<file path="src/rtl/core/dmwa_pkg.sv">
package dmwa_pkg;

   // geometry of the directory window and its page tables
   localparam int DIR_SLOTS         = 64;
   localparam int ENTRIES_PER_TABLE = 1024;
   localparam int IDX_W             = $clog2(ENTRIES_PER_TABLE);
   localparam int SLOT_W            = (DIR_SLOTS > 1) ? $clog2(DIR_SLOTS) : 1;
   localparam int SCNT_W            = $clog2(DIR_SLOTS + 1);
   localparam int PG_ADDR_W         = SLOT_W + IDX_W;
   localparam int NPG_W             = 18;
   localparam int R_W               = ((PG_ADDR_W > NPG_W) ? PG_ADDR_W : NPG_W) + 1;
   localparam int RUN_W             = IDX_W + 1;
   localparam int VPG_W             = 21;

   // entry flag bits
   localparam logic [11:0] PTE_LARGE_FLAGS = 12'h093;
   localparam logic [11:0] PTE_TABLE_FLAGS = 12'h003;
   localparam logic [11:0] PTE_PAGE_FLAGS  = 12'h013;
   localparam int          PTE_LARGE_BIT   = 7;

   // register indexes
   localparam logic [1:0] CSR_WINDOW_BASE  = 2'd0;
   localparam logic [1:0] CSR_WINDOW_SLOTS = 2'd1;
   localparam logic [1:0] CSR_LARGE_ENABLE = 2'd2;
   localparam logic [1:0] CSR_TABLE_BASE   = 2'd3;

   localparam logic [31:0] WINDOW_BASE_RESET  = 32'hE000_0000;
   localparam logic [6:0]  WINDOW_SLOTS_RESET = 7'd62;
   localparam logic        LARGE_ENABLE_RESET = 1'b1;
   localparam logic [31:0] TABLE_BASE_RESET   = 32'h0000_0000;

   typedef enum logic [1:0] {
      RSP_OK,
      RSP_MAP_FAIL,
      RSP_OUT_WINDOW,
      RSP_NOT_MAPPED
   } rsp_status_type;

   typedef enum logic [4:0] {
      OP_NONE,
      OP_LATCH,
      OP_DECODE,
      OP_DSCAN_LARGE_INIT,
      OP_DSCAN_FIRST_INIT,
      OP_DSCAN_STEP,
      OP_TSLOT_INIT,
      OP_TSLOT_NEXT,
      OP_TSCAN_INIT,
      OP_TSCAN_STEP,
      OP_WRITE_LARGE,
      OP_CLEAR_INIT,
      OP_CLEAR_STEP,
      OP_SET_TABLE,
      OP_WRITE_PAGE,
      OP_UNMAP_LARGE,
      OP_UNMAP_PAGE,
      OP_SET_RESULT,
      OP_PUSH
   } dp_op_type;

   typedef enum logic [3:0] {
      FSM_IDLE,
      FSM_DECODE,
      FSM_CLASSIFY,
      FSM_DSCAN,
      FSM_TSLOT,
      FSM_TSLOT_CHK,
      FSM_TREAD,
      FSM_TCHK,
      FSM_WLOOP,
      FSM_CLEAR,
      FSM_UWALK,
      FSM_UDIR,
      FSM_FINISH
   } fsm_state_type;

   typedef struct packed {
      dp_op_type      op;
      rsp_status_type code;
   } dp_cmd_type;

   typedef struct packed {
      logic is_unmap;
      logic early_fail;
      logic need_large;
      logic out_win;
      logic slot_end;
      logic slot_valid;
      logic dscan_hit;
      logic dir_large;
      logic idx_end;
      logic tscan_hit;
      logic entry_zero;
      logic w_done;
      logic w_over;
      logic w_large_ok;
      logic w_slot_valid;
      logic u_done;
      logic u_slot_valid;
      logic out_free;
   } dp_status_type;

endpackage

</file>
<file path="src/rtl/core/dmwa_ctrl.sv">
module dmwa_ctrl
   import dmwa_pkg::*;
(
   input  logic          clock,
   input  logic          reset,
   input  logic          req_valid,
   output logic          req_stall,
   input  dp_status_type status,
   output dp_cmd_type    cmd
);

   fsm_state_type state_ff, state_in;

   always_ff @(posedge clock) begin
      if (reset) begin
         state_ff <= FSM_IDLE;
      end else begin
         state_ff <= state_in;
      end
   end

   // next state
   always_comb begin
      state_in = state_ff;
      case (state_ff)
         FSM_IDLE: begin
            if (req_valid) state_in = FSM_DECODE;
         end
         FSM_DECODE: state_in = FSM_CLASSIFY;
         FSM_CLASSIFY: begin
            if (status.is_unmap) begin
               state_in = status.out_win ? FSM_FINISH : FSM_UWALK;
            end else if (status.early_fail) begin
               state_in = FSM_FINISH;
            end else if (status.need_large) begin
               state_in = FSM_DSCAN;
            end else begin
               state_in = FSM_TSLOT;
            end
         end
         FSM_DSCAN: begin
            if (status.slot_end) state_in = FSM_FINISH;
            else if (status.dscan_hit) state_in = FSM_WLOOP;
         end
         FSM_TSLOT: begin
            if (status.slot_end) state_in = FSM_DSCAN;
            else if (status.slot_valid) state_in = FSM_TSLOT_CHK;
         end
         FSM_TSLOT_CHK: begin
            state_in = status.dir_large ? FSM_TSLOT : FSM_TREAD;
         end
         FSM_TREAD: begin
            state_in = status.idx_end ? FSM_TSLOT : FSM_TCHK;
         end
         FSM_TCHK: begin
            state_in = status.tscan_hit ? FSM_WLOOP : FSM_TREAD;
         end
         FSM_WLOOP: begin
            if (status.w_done || status.w_over) state_in = FSM_FINISH;
            else if (!status.w_large_ok && !status.w_slot_valid) state_in = FSM_CLEAR;
         end
         FSM_CLEAR: begin
            if (status.idx_end) state_in = FSM_WLOOP;
         end
         FSM_UWALK: begin
            if (status.u_done || !status.u_slot_valid) state_in = FSM_FINISH;
            else state_in = FSM_UDIR;
         end
         FSM_UDIR: begin
            if (!status.dir_large && status.entry_zero) state_in = FSM_FINISH;
            else state_in = FSM_UWALK;
         end
         FSM_FINISH: begin
            if (status.out_free) state_in = FSM_IDLE;
         end
         default: state_in = FSM_IDLE;
      endcase
   end

   // commands
   always_comb begin
      cmd.op    = OP_NONE;
      cmd.code  = RSP_OK;
      req_stall = (state_ff != FSM_IDLE);
      case (state_ff)
         FSM_IDLE: begin
            if (req_valid) cmd.op = OP_LATCH;
         end
         FSM_DECODE: cmd.op = OP_DECODE;
         FSM_CLASSIFY: begin
            if (status.is_unmap) begin
               if (status.out_win) begin
                  cmd.op   = OP_SET_RESULT;
                  cmd.code = RSP_OUT_WINDOW;
               end
            end else if (status.early_fail) begin
               cmd.op   = OP_SET_RESULT;
               cmd.code = RSP_MAP_FAIL;
            end else if (status.need_large) begin
               cmd.op = OP_DSCAN_LARGE_INIT;
            end else begin
               cmd.op = OP_TSLOT_INIT;
            end
         end
         FSM_DSCAN: begin
            if (status.slot_end) begin
               cmd.op   = OP_SET_RESULT;
               cmd.code = RSP_MAP_FAIL;
            end else begin
               cmd.op = OP_DSCAN_STEP;
            end
         end
         FSM_TSLOT: begin
            if (status.slot_end) cmd.op = OP_DSCAN_FIRST_INIT;
            else if (!status.slot_valid) cmd.op = OP_TSLOT_NEXT;
         end
         FSM_TSLOT_CHK: begin
            cmd.op = status.dir_large ? OP_TSLOT_NEXT : OP_TSCAN_INIT;
         end
         FSM_TREAD: begin
            if (status.idx_end) cmd.op = OP_TSLOT_NEXT;
         end
         FSM_TCHK: cmd.op = OP_TSCAN_STEP;
         FSM_WLOOP: begin
            if (status.w_done || status.w_over) begin
               cmd.op   = OP_SET_RESULT;
               cmd.code = RSP_OK;
            end else if (status.w_large_ok) begin
               cmd.op = OP_WRITE_LARGE;
            end else if (!status.w_slot_valid) begin
               cmd.op = OP_CLEAR_INIT;
            end else begin
               cmd.op = OP_WRITE_PAGE;
            end
         end
         FSM_CLEAR: begin
            cmd.op = status.idx_end ? OP_SET_TABLE : OP_CLEAR_STEP;
         end
         FSM_UWALK: begin
            if (status.u_done) begin
               cmd.op   = OP_SET_RESULT;
               cmd.code = RSP_OK;
            end else if (!status.u_slot_valid) begin
               cmd.op   = OP_SET_RESULT;
               cmd.code = RSP_NOT_MAPPED;
            end
         end
         FSM_UDIR: begin
            if (status.dir_large) begin
               cmd.op = OP_UNMAP_LARGE;
            end else if (status.entry_zero) begin
               cmd.op   = OP_SET_RESULT;
               cmd.code = RSP_NOT_MAPPED;
            end else begin
               cmd.op = OP_UNMAP_PAGE;
            end
         end
         FSM_FINISH: begin
            if (status.out_free) cmd.op = OP_PUSH;
         end
         default: cmd.op = OP_NONE;
      endcase
   end

endmodule

</file>
<file path="config.mk">
export PLATFORM = sky130hd
export DESIGN_NAME = dmwa_ctrl
export DESIGN_NICKNAME = d
export VERILOG_FILES = /design/src/rtl/core/dmwa_pkg.sv /design/src/rtl/core/dmwa_ctrl.sv
export SDC_FILE = /design/constraint.sdc
export NUM_CORES = 1
export LEC_CHECK = 0
export ABC_CLOCK_PERIOD_IN_PS = 2300
export BUFFER_PORTS_ARGS = -buffer_cell sky130_fd_sc_hd__buf_2
export CAP_MARGIN = 20
export CORE_AREA = 2 2 43 48
export CTS_CLUSTER_SIZE = 25
export DETAILED_ROUTE_END_ITERATION = 10
export DIE_AREA = 0 0 45 50
export PLACE_DENSITY = 0.77
export SYNTH_ARGS = -nofsm -noshare
export SYNTH_HDL_FRONTEND = slang
export SYNTH_SLANG_ARGS = --single-unit
</file>
<file path="constraint.sdc">
create_clock -name clock -period 2.3 [get_ports clock]
set_clock_uncertainty 0.2 [all_clocks]
set_input_delay 0.46 -clock clock [delete_from_list [all_inputs] [get_ports clock]]
set_output_delay 0.46 -clock clock [all_outputs]
set_load 0.005 [all_outputs]
</file>
==> summary.md, run 1 <==
| Metric | Value |
|---|---|
| Status | `complete, but fails checks` |
| Failing checks | `setup timing` |
| Max Fclk | `a little over 0.4 GHz` |
| Routability cong. | `1.05` |
| Worst Setup End Kind | `output port` |
| Iter 0 DRT Violations | `81` |
| Largest family of logic cells by synthesized area | `simple AND/OR/NAND/NOR gates` |
| Post-synthesis sequential area ratio | `9.73%` |
| Via-to-Cell Ratio | `between 6 and 7` |
| Count of cell types in the netlist | `41` |
| Post-synthesis simple-gate area fraction | `~48%` |
| Peak VDD IR | `approximately 0.56 mV` |
| Crit-path max FO | `6` |
| Critical Path Slowest Stage Cell | `or4b_4` |
| Row Count | `16` |
| Worst-path clk slew | `around 0.040 ns` |
| YS warnings | `0` |
| Grt peak-use layer | `met2` |
| CTS H-Tree Depth | `1` |
| Fill cells | `127` |
| Die area | `around 2300 µm²` |
| Placement Setup Slack | `roughly 0.0077 ns` |
| Worst-Skew Late Latency | `roughly 0.23 ns` |
| Cts hold-fix bufs | `0` |
| Post-route DRC | `0` |
| M3 GR Usage | `2.20%` |
| Non-filler cells, final | `roughly 200` |
| Placement Cell Area | `approximately 1100 µm²` |
| Met1 Use GR | `38.4%` |
| Synth Area in Compound Gates | `between 30% and 40%` |
| Net count after synthesis | `151` |
| Adder-cell share of the synthesized area | `0%` |
| Mux contribution to synthesized area | `0%` |
| Antenna cells | `0` |
| Critical Path RT | `between 1.5 and 2 ns` |
| Final worst setup slack | `-0.158 ns` |
| Post-Syn Instances | `between 100 and 150` |
| IO buf count | `28` |
| Initial core utilization | `between 40% and 50%` |
| Total Routing Usage GR | `between 30% and 40%` |
| Pin count of the biggest net entering global routing | `12` |
| Fin. Hold Viols | `0` |
| Clock Path Buffers | `2` |
| CTS root buffer | `clkbuf_4` |
| Dpl hpwl | `2350 µm` |
| Xor-xnor portion of the synthesized cell area | `0%` |
| Largest Register | `state_ff` |
| Synthesized area | `823 µm²` |
| Die W | `45 µm` |
| WP buf/inv | `2` |
| CP Launch Type | `flop` |
| Grt total ovfl | `0` |
| Synth Flop Type | `dfxtp_1` |
| Initial antenna violation count | `0` |
| Max-slew violation count | `0` |
| CP Class | `flop to output port` |
| Via count | `roughly 1300` |
| Average size of a mapped cell | `~6.3 µm²` |
| Crit path largest cell delay | `around 0.52 ns` |
| GR Layer Usage met2 | `about 55%` |
| RSZ-0062 raised after global routing | `true` |
| Largest register FFs | `4` |
| First-pass GRT wire length | `between 5000 and 6000 µm` |
| Number of flops mapped to enable cells by yosys | `0` |
| Die Y | `about 50 µm` |
| Number of global-route vias before repair | `around 1300` |
| Total CTS buffers | `3` |
| Ports | `29` |
| Commonest non-fill, non-tap cell in the layout | `buf_2` |
| Arrival time worst endpoint | `~1.8 ns` |
| Placed cells | `between 150 and 200` |
| Regs by FF count | `state_ff: 4 flops` |
| Setup violations, final | `6` |
| Clock sink count | `4` |
| Fin crit period | `approximately 2.5 ns` |
| TritonRoute pass-1 iters | `5` |
| Tightest Hold Check Type | `input port to flop` |
| P&R area growth vs syn | `65.0%` |
| Synthesized flop and latch total | `4` |
| Clock tree from TritonCTS | `done` |
| # Max-Cap Violations | `0` |
| Leakage | `approximately 0.60 nW` |
| Hold Slack | `~0.27 ns` |
| Critical-path cell list | `buf_6, or4b_4, and2b_1, a41oi_1, o2111ai_1, buf_2` |
| Design Area, Final | `roughly 1400 µm²` |
| Post-synth top area share | `under 10%` |
| Core box area | `between 1500 and 2000 µm²` |
| Most frequent cells in the layout | `27 x buf_2, 25 x buf_4, 11 x nor2_1, 11 x nand2_1, 8 x buf_6` |
| Leading area contributor after synthesis | `dfxtp_1` |
| Worst reg-to-reg setup slack | `-0.09 ns` |
| Drt total wl | `~3600 µm` |
| Final net count | `206` |
| Slew headroom | `65.2%` |
| Fin crit share | `107%` |
| Asr flop ratio synth | `0%` |
| Top cells by area, synth | `dfxtp_1 9.7%, nor2_1 5.9%, nor3_1 5.5%` |
| Power density over the cells | `about 950 nW/µm²` |
| Share of cells above drive strength 1 | `between 40% and 50%` |
| WL/cell | `around 18 µm` |
| Final ANT Viol Nets | `0` |
| Actual slew at the worst max-slew pin | `approximately 0.52 ns` |
| Cell family with most CP delay | `simple AND/OR/NAND/NOR gates` |
## final timing paths
kind               startpoint          end  depth (start not counted)
hold reg to reg   state_ff[3]  state_ff[1]                          2
setup / recovery  state_ff[3]       cmd[4]                          6
hold / removal          reset  state_ff[0]                          2
setup reg to reg  state_ff[2]  state_ff[0]                         10
## where the power goes
group	leakage, nW	total (mW)	internal [mW]	switching, mW
clock	0.0138	0.0878	0.0584	0.0294
combinational	0.550	1.05	0.515	0.539
sequential	0.0350	0.148	0.104	0.0439
total	0.599	1.29	0.678	0.612
## layer usage
layer	vias up	part of all wire, %	wire length [µm]
met5	-	0	0
met4	0	5.5	202
met3	21	9.0	328
met2	98	47	1720
met1	597	38	1390
li1	609	-	-
## area by class of cell
| class | count | area, µm² | share of cell area, % |
|---|---|---|---|
| timing repair buffer | 61 | 428 | 31.5 |
| sequential | 4 | 90.1 | 6.63 |
| inverter | 3 | 13.8 | 1.01 |
| clock buffer | 3 | 22.5 | 1.66 |
| multi-input combinational | 112 | 782 | 57.6 |
| tap | 18 | 22.5 | 1.66 |
## repair_timing
action / CTS / global route
setup endpoints to repair: 6 / 10
pin swaps: 9 / 6
setup buffers: 7 / 6
gates resized for setup: 29 / 14
## metrics by stage
step           TNS (ns)  util [%]  power, mW
6_report         -0.628      77.1       1.29
4_1_cts          -0.350      72.9       1.18
3_5_place_dp          0      62.0      0.917
3_3_place_gp          0      62.0      0.899
2_1_floorplan         0         -      0.624
5_1_grt           -1.18      77.1       1.37
## cells by family (layout without fill, tap and decap cells)
kind of cell / Yosys count / after routing
simple gates: 71 / 71
compound gates: 41 / 41
buf+inv: 14 / 67
flops: 4 / 4
## worst register-to-register path, delay by kind of cell, from the launching register on
kind | cells | cell delay, ns
flops | 1 | 0.34
simple gates | 1 | 0.17
compound gates | 4 | 0.94
buf+inv | 5 | 0.66
## Yosys cell counts (all sizes together) (3+ instances only)
cell,n
nor2b,7
a21oi,8
nor3,10
nor2,13
nand2b,5
dfxtp,4
clkbuf,5
nor3b,4
nand4,3
buf,6
o31ai,4
nand3,7
nand2,12
o21ai,9
(Power assumes the default switching activity.)
==> run 2: changes to the inputs <==
- REMOVE_ABC_BUFFERS: unset -> 1
==> run 2 against run 1 <==
Against the previous run: the run still ends with setup timing left; worst setup slack better by 0.044 ns; non-clock buffer count is 9 lower; register-to-register slack better by 0.23 ns; count of clock-buffer cells in the layout stayed put; sequential power hardly changed; die area stayed put; combinational power hardly changed; global-route usage is 4.0 points lower; total power is 2.5% lower; maximum frequency is 1.8% higher; final cell count is 4.5% lower; critical path depth is 1 higher; largest power group unchanged.
==> summary.md, run 2 (same netlist as run 1, synthesis figures left out) <==
| Metric | Value |
|---|---|
| Clock tree from TritonCTS | `done` |
| Via-to-Cell Ratio | `between 6 and 7` |
| Largest register FFs | `4` |
| TritonRoute pass-1 iters | `5` |
| Initial antenna violation count | `0` |
| Setup_tns | `-0.229 ns` |
| Fin crit period | `about 2.4 ns` |
| Die W | `45 µm` |
| Combinational share of power | `81.1%` |
| Critical Path Slowest Stage Cell | `or4b_4` |
| Most frequent cells in the layout | `28 x buf_2, 17 x buf_4, 12 x nor2_1` |
| Hold EP | `state_ff[0]` |
| Largest Register | `state_ff` |
| Total Routing Usage GR | `about 28%` |
| Initial core utilization | `around 47%` |
| Total CTS buffers | `3` |
| Die area | `2250 µm²` |
| Worst-path clk slew | `~0.040 ns` |
| Power density over the cells | `just under 1000 nW/µm²` |
| Worst r2r src | `state_ff[2]` |
| Design Area, Final | `about 1300 µm²` |
| Via count | `between 1000 and 1500` |
| Fill cells | `around 140` |
| CTS H-Tree Depth | `1` |
| Routability cong. | `0.963` |
| Tightest Hold Check Type | `input port to flop` |
| Grt total ovfl | `0` |
| Worst reg-to-reg setup slack | `~0.14 ns` |
| Final worst setup slack | `-0.115 ns` |
| Regs by FF count | `state_ff: 4 flops` |
| Drt total wl | `3450 µm` |
| Antenna cells | `0` |
| R2r worst-path depth | `8` |
| Cts hold-fix bufs | `0` |
| IO buf count | `28` |
| NetSw | `about 0.6 mW` |
| Die Y | `50 µm` |
| Pin count of the biggest net entering global routing | `22` |
| Final net count | `197` |
| Fin. Hold Viols | `0` |
| Clock sink count | `4` |
| Commonest non-fill, non-tap cell in the layout | `buf_2` |
| Leakage | `0.553 nW` |
| CTS root buffer | `clkbuf_4` |
| Dpl hpwl | `about 2300 µm` |
| Worst-Skew Late Latency | `0.23 ns` |
| Critical hold path startpoint | `reset` |
| Critical-path cell list | `buf_6, or4b_4, buf_4, nor3_4, nor3_1, nand3_1, buf_2` |
| CP Class | `flop to output port` |
| RR Endpoint | `state_ff[0]` |
| Peak VDD IR | `between 0.6 and 0.7 mV` |
| Crit path largest cell delay | `just over 0.5 ns` |
| Core box area | `1760 µm²` |
| Worst Setup End Kind | `output port` |
| Actual slew at the worst max-slew pin | `between 0.4 and 0.5 ns` |
| Row Count | `16` |
| CP Launch Type | `flop` |
| Slew headroom | `roughly 69%` |
| Int Power | `0.658 mW` |
| First-pass GRT wire length | `between 4000 and 5000 µm` |
| Fin crit share | `105%` |
| Share of cells above drive strength 1 | `a little under half` |
| WP buf/inv | `3` |
| Status | `complete, but fails checks` |
| Max Fclk | `~0.41 GHz` |
| Critical Path RT | `1.64 ns` |
| Placement Cell Area | `about 1100 µm²` |
| Number of global-route vias before repair | `approximately 1100` |
| Failing checks | `setup timing` |
| Max-slew violation count | `0` |
| Setup violations, final | `3` |
| Crit-path max FO | `5` |
| Clock Path Buffers | `2` |
| Post-route DRC | `0` |
| Final ANT Viol Nets | `0` |
| Ports | `29` |
| Worst hold path depth | `2` |
| Switch share | `approximately 48%` |
| Iter 0 DRT Violations | `78` |
| RSZ-0062 raised after global routing | `true` |
| P&R area growth vs syn | `56.7%` |
| # Max-Cap Violations | `0` |
| Share of total power in the clock network | `around 6.9%` |
| Arrival time worst endpoint | `between 1.5 and 2 ns` |
| Seq pwr share | `approximately an eighth` |
| Cell family with most CP delay | `simple AND/OR/NAND/NOR gates` |
| WL/cell | `around 18 µm` |
[run 2: area by class of cell]
class / count / area, µm² / share of cell area, %
clock buffers: 3 / 22.5 / 1.75
inverters: 3 / 11.3 / 0.873
multi-input cells: 112 / 774 / 60.0
flip-flops and latches: 4 / 90.1 / 6.98
well taps: 18 / 22.5 / 1.75
repair buffers: 52 / 369 / 28.6
[run 2: how the worst max path moves through the flow]
| stage | from | end | slack, ns | cells past startpoint |
|---|---|---|---|---|
| finish | state_ff[2] | cmd[2] | -0.11 | 7 |
| global route | state_ff[2] | cmd[2] | -0.17 | 7 |
| CTS | state_ff[2] | cmd[4] | -0.15 | 6 |
| detailed placement | status[5] | cmd[6] | 0.03 | 5 |
| global placement | status[2] | cmd[6] | 0.06 | 5 |
| floorplan | state_ff[2] | cmd[6] | -0.29 | 4 |
[run 2: power groups by stage]
| stage | registers [mW] | clock network (mW) | logic (mW) |
|---|---|---|---|
| finish | 0.151 | 0.0867 | 1.02 |
| global route | 0.152 | 0.0982 | 1.09 |
| CTS | 0.142 | 0.0891 | 0.786 |
| detailed placement | 0.139 | 0 | 0.748 |
| global placement | 0.140 | 0 | 0.734 |
| floorplan | 0.199 | 0 | 0.372 |
[run 2: repair_timing]
action / in CTS / in global routing
endpoints found under the hold margin: 0 / 0
buffers inserted: 3 / 3
cloned: 0 / 1
endpoints found under the setup margin: 6 / 7
pin swaps: 2 / 7
resized for setup: 7 / 29
[run 2: through the flow]
step,cells,power (mW),hold WS [ns],util (%),setup slack (ns)
floorplan,119,0.571,0.322,-,-0.292
global placement,182,0.874,0.504,60.3,0.0565
detailed placement,182,0.887,0.510,60.3,0.0294
CTS,188,1.02,0.251,63.8,-0.146
global route,192,1.34,0.254,73.2,-0.167
finish,192,1.26,0.259,73.2,-0.115
[run 2: metal layers]
layer	track usage, %	wire length, µm	vias to the layer above
met5	0	0	-
met4	8.82	88	0
met3	7.33	318	14
met2	44.3	1730	90
met1	36.4	1320	586
li1	-	-	590
==> run 3: changes to the inputs <==
- CORE_AREA: 2 2 43 48 -> 2 2 44 46
- DIE_AREA: 0 0 45 50 -> 0 0 46 48
- PLACE_DENSITY: 0.77 -> 0.78
==> run 3 against run 2 <==
Against the previous run: the flow still finishes with violations (setup timing); first-iteration DRC count down 28%; non-clock buffer count unchanged; sequential cell count unchanged; cell area down 6.8%; count of clock-buffer cells in the layout unchanged; wire length down 17%; die area down 1.9%; highest routed layer unchanged.
==> summary.md, run 3 (same netlist as run 1, synthesis figures left out) <==
| Metric | Value |
|---|---|
| Largest Register | `state_ff` |
| Worst hold path depth | `2` |
| Regs by FF count | `state_ff: 4 flops` |
| Worst Setup End Kind | `output port` |
| Pin count of the biggest net entering global routing | `18` |
| Critical Path RT | `about 1.6 ns` |
| Power density over the cells | `between 900 and 1000 nW/µm²` |
| Slew headroom | `a little over two thirds` |
| NetSw | `approximately 0.53 mW` |
| Clock Path Buffers | `2` |
| Ports | `29` |
| Iter 0 DRT Violations | `56` |
| P&R area growth vs syn | `46.0%` |
| Worst-Skew Late Latency | `roughly 0.24 ns` |
| Actual slew at the worst max-slew pin | `0.435 ns` |
| Clock sink count | `4` |
| Cts hold-fix bufs | `0` |
| Share of cells above drive strength 1 | `around two fifths` |
| First-pass GRT wire length | `4580 µm` |
| Row Count | `15` |
| Max Fclk | `between 0.4 and 0.5 GHz` |
| Total Routing Usage GR | `between 20% and 30%` |
| Worst reg-to-reg setup slack | `approximately 0.26 ns` |
| Via-to-Cell Ratio | `~6.4` |
| Final net count | `approximately 200` |
| R2r worst-path depth | `6` |
| CTS root buffer | `clkbuf_4` |
| Post-route DRC | `0` |
| Critical hold path startpoint | `reset` |
| Placed cells | `approximately 190` |
| Number of global-route vias before repair | `slightly above 1000` |
| Placement Cell Area | `about 1100 µm²` |
| Dpl hpwl | `2230 µm` |
| Layout Utilization | `a little under three quarters` |
| RR Endpoint | `state_ff[0]` |
| Commonest non-fill, non-tap cell in the layout | `buf_2` |
| Drt total wl | `between 2000 and 3000 µm` |
| Worst-path clk slew | `0.04 ns` |
| Failing checks | `setup timing` |
| Via count | `1213` |
| Antenna cells | `0` |
| Final worst setup slack | `-0.119 ns` |
| Setup_tns | `-0.302 ns` |
| Die W | `~46 µm` |
| Leakage | `approximately 0.53 nW` |
| Crit-path max FO | `4` |
| Hold EP | `state_ff[0]` |
| Tightest Hold Check Type | `input port to flop` |
| Die area | `about 2200 µm²` |
| CP Launch Type | `flop` |
| Fin crit share | `105%` |
| Switch share | `48.2%` |
| CP Class | `flop to output port` |
| TritonRoute pass-1 iters | `4` |
| Die Y | `roughly 48 µm` |
| Grt total ovfl | `0` |
| Core box area | `1690 µm²` |
| Clock tree from TritonCTS | `done` |
| Initial core utilization | `between 40 and 50%` |
| Worst r2r src | `state_ff[0]` |
| Total CTS buffers | `3` |
| Max-slew violation count | `0` |
| Status | `complete, but fails checks` |
| Initial antenna violation count | `0` |
| Combinational share of power | `79.1%` |
| Routability cong. | `around 0.99` |
| Non-filler cells, final | `around 190` |
| Final ANT Viol Nets | `0` |
| # Max-Cap Violations | `0` |
| Most frequent cells in the layout | `28 x buf_2, 21 x buf_4, 12 x nand2_1, 12 x nor2_1, 8 x o21ai_0` |
| Largest register FFs | `4` |
| CTS H-Tree Depth | `1` |
| Arrival time worst endpoint | `approximately 1.8 ns` |
| Int Power | `0.568 mW` |
| Setup violations, final | `4` |
| Placement Setup Slack | `0.0368 ns` |
| Fin crit period | `between 2 and 2.5 ns` |
| WL/cell | `15.0 µm` |
| Fin. Hold Viols | `0` |
| Peak VDD IR | `between 0.6 and 0.7 mV` |
| Seq pwr share | `between 10% and 20%` |
| Share of total power in the clock network | `approximately 8%` |
| IO buf count | `28` |
| Design Area, Final | `roughly 1200 µm²` |
| RSZ-0062 raised after global routing | `true` |
run 3: changes by cell type in the layout (fill, tap and decap cells not counted), sizes merged:
| cell | previous run | this run |
|---|---|---|
| clkbuf | 4 | 3 |
| inv | 3 | 2 |
| buf | 51 | 52 |
| clkinv | 0 | 1 |
run 3: area by class of cell:
class	instances	area, µm²
multi-input cells	112	728
fillers	146	487
repair buffers	52	332
flip-flops and latches	4	87.6
clock buffers	3	22.5
well taps	17	21.3
inverters	3	11.3
run 3: how the worst max path moves through the flow:
stage,startpoint,to,slack (ns),cells after the start
final,state_ff[0],cmd[4],-0.12,6
after global routing,state_ff[0],cmd[4],-0.16,6
after CTS,state_ff[0],cmd[4],-0.13,6
after detailed placement,status[5],cmd[6],0.04,5
after global placement,status[5],cmd[6],0.008,5
after floorplan,state_ff[2],cmd[6],-0.29,4
run 3: per-layer routing:
layer  routed length (µm)  part of all wire [%]  global-route usage (%)  vias to the layer above
li1                     -                     -                       -                      587
met3                  228                   8.0                    4.91                        4
met4                   27                  0.94                    3.43                        0
met2                 1360                    48                    50.3                       64
met5                    0                     0                       0                        -
met1                 1240                    43                    37.3                      558
run 3: metrics by stage:
stage / hold slack, ns / power (mW)
after floorplan: 0.322 / 0.571
after detailed placement: 0.503 / 0.920
after global routing: 0.256 / 1.19
final: 0.252 / 1.10
after global placement: 0.502 / 0.907
after CTS: 0.245 / 1.02
run 3: timing repair:
action,4_1_cts,5_1_grt
pin swaps,0,2
endpoints found under the setup margin,6,7
buffers inserted,0,1
gates resized for setup,4,15
endpoints found under the hold margin,0,0
run 3: power by group through the flow:
stage / sequential (mW) / clock [mW] / combinational [mW]
after detailed placement: 0.130 / 0 / 0.790
after floorplan: 0.199 / 0 / 0.372
after global routing: 0.145 / 0.0956 / 0.946
after CTS: 0.135 / 0.0908 / 0.797
after global placement: 0.130 / 0 / 0.777
final: 0.141 / 0.0882 / 0.868
run 3: critical path, cell delays in order (launching register included):
cell and delay (ns):
dfxtp_2 0.33, buf_6 0.12, or4b_4 0.55, and2b_1 0.24, a41oi_1 0.05, o2111ai_1 0.08, buf_2 0.14
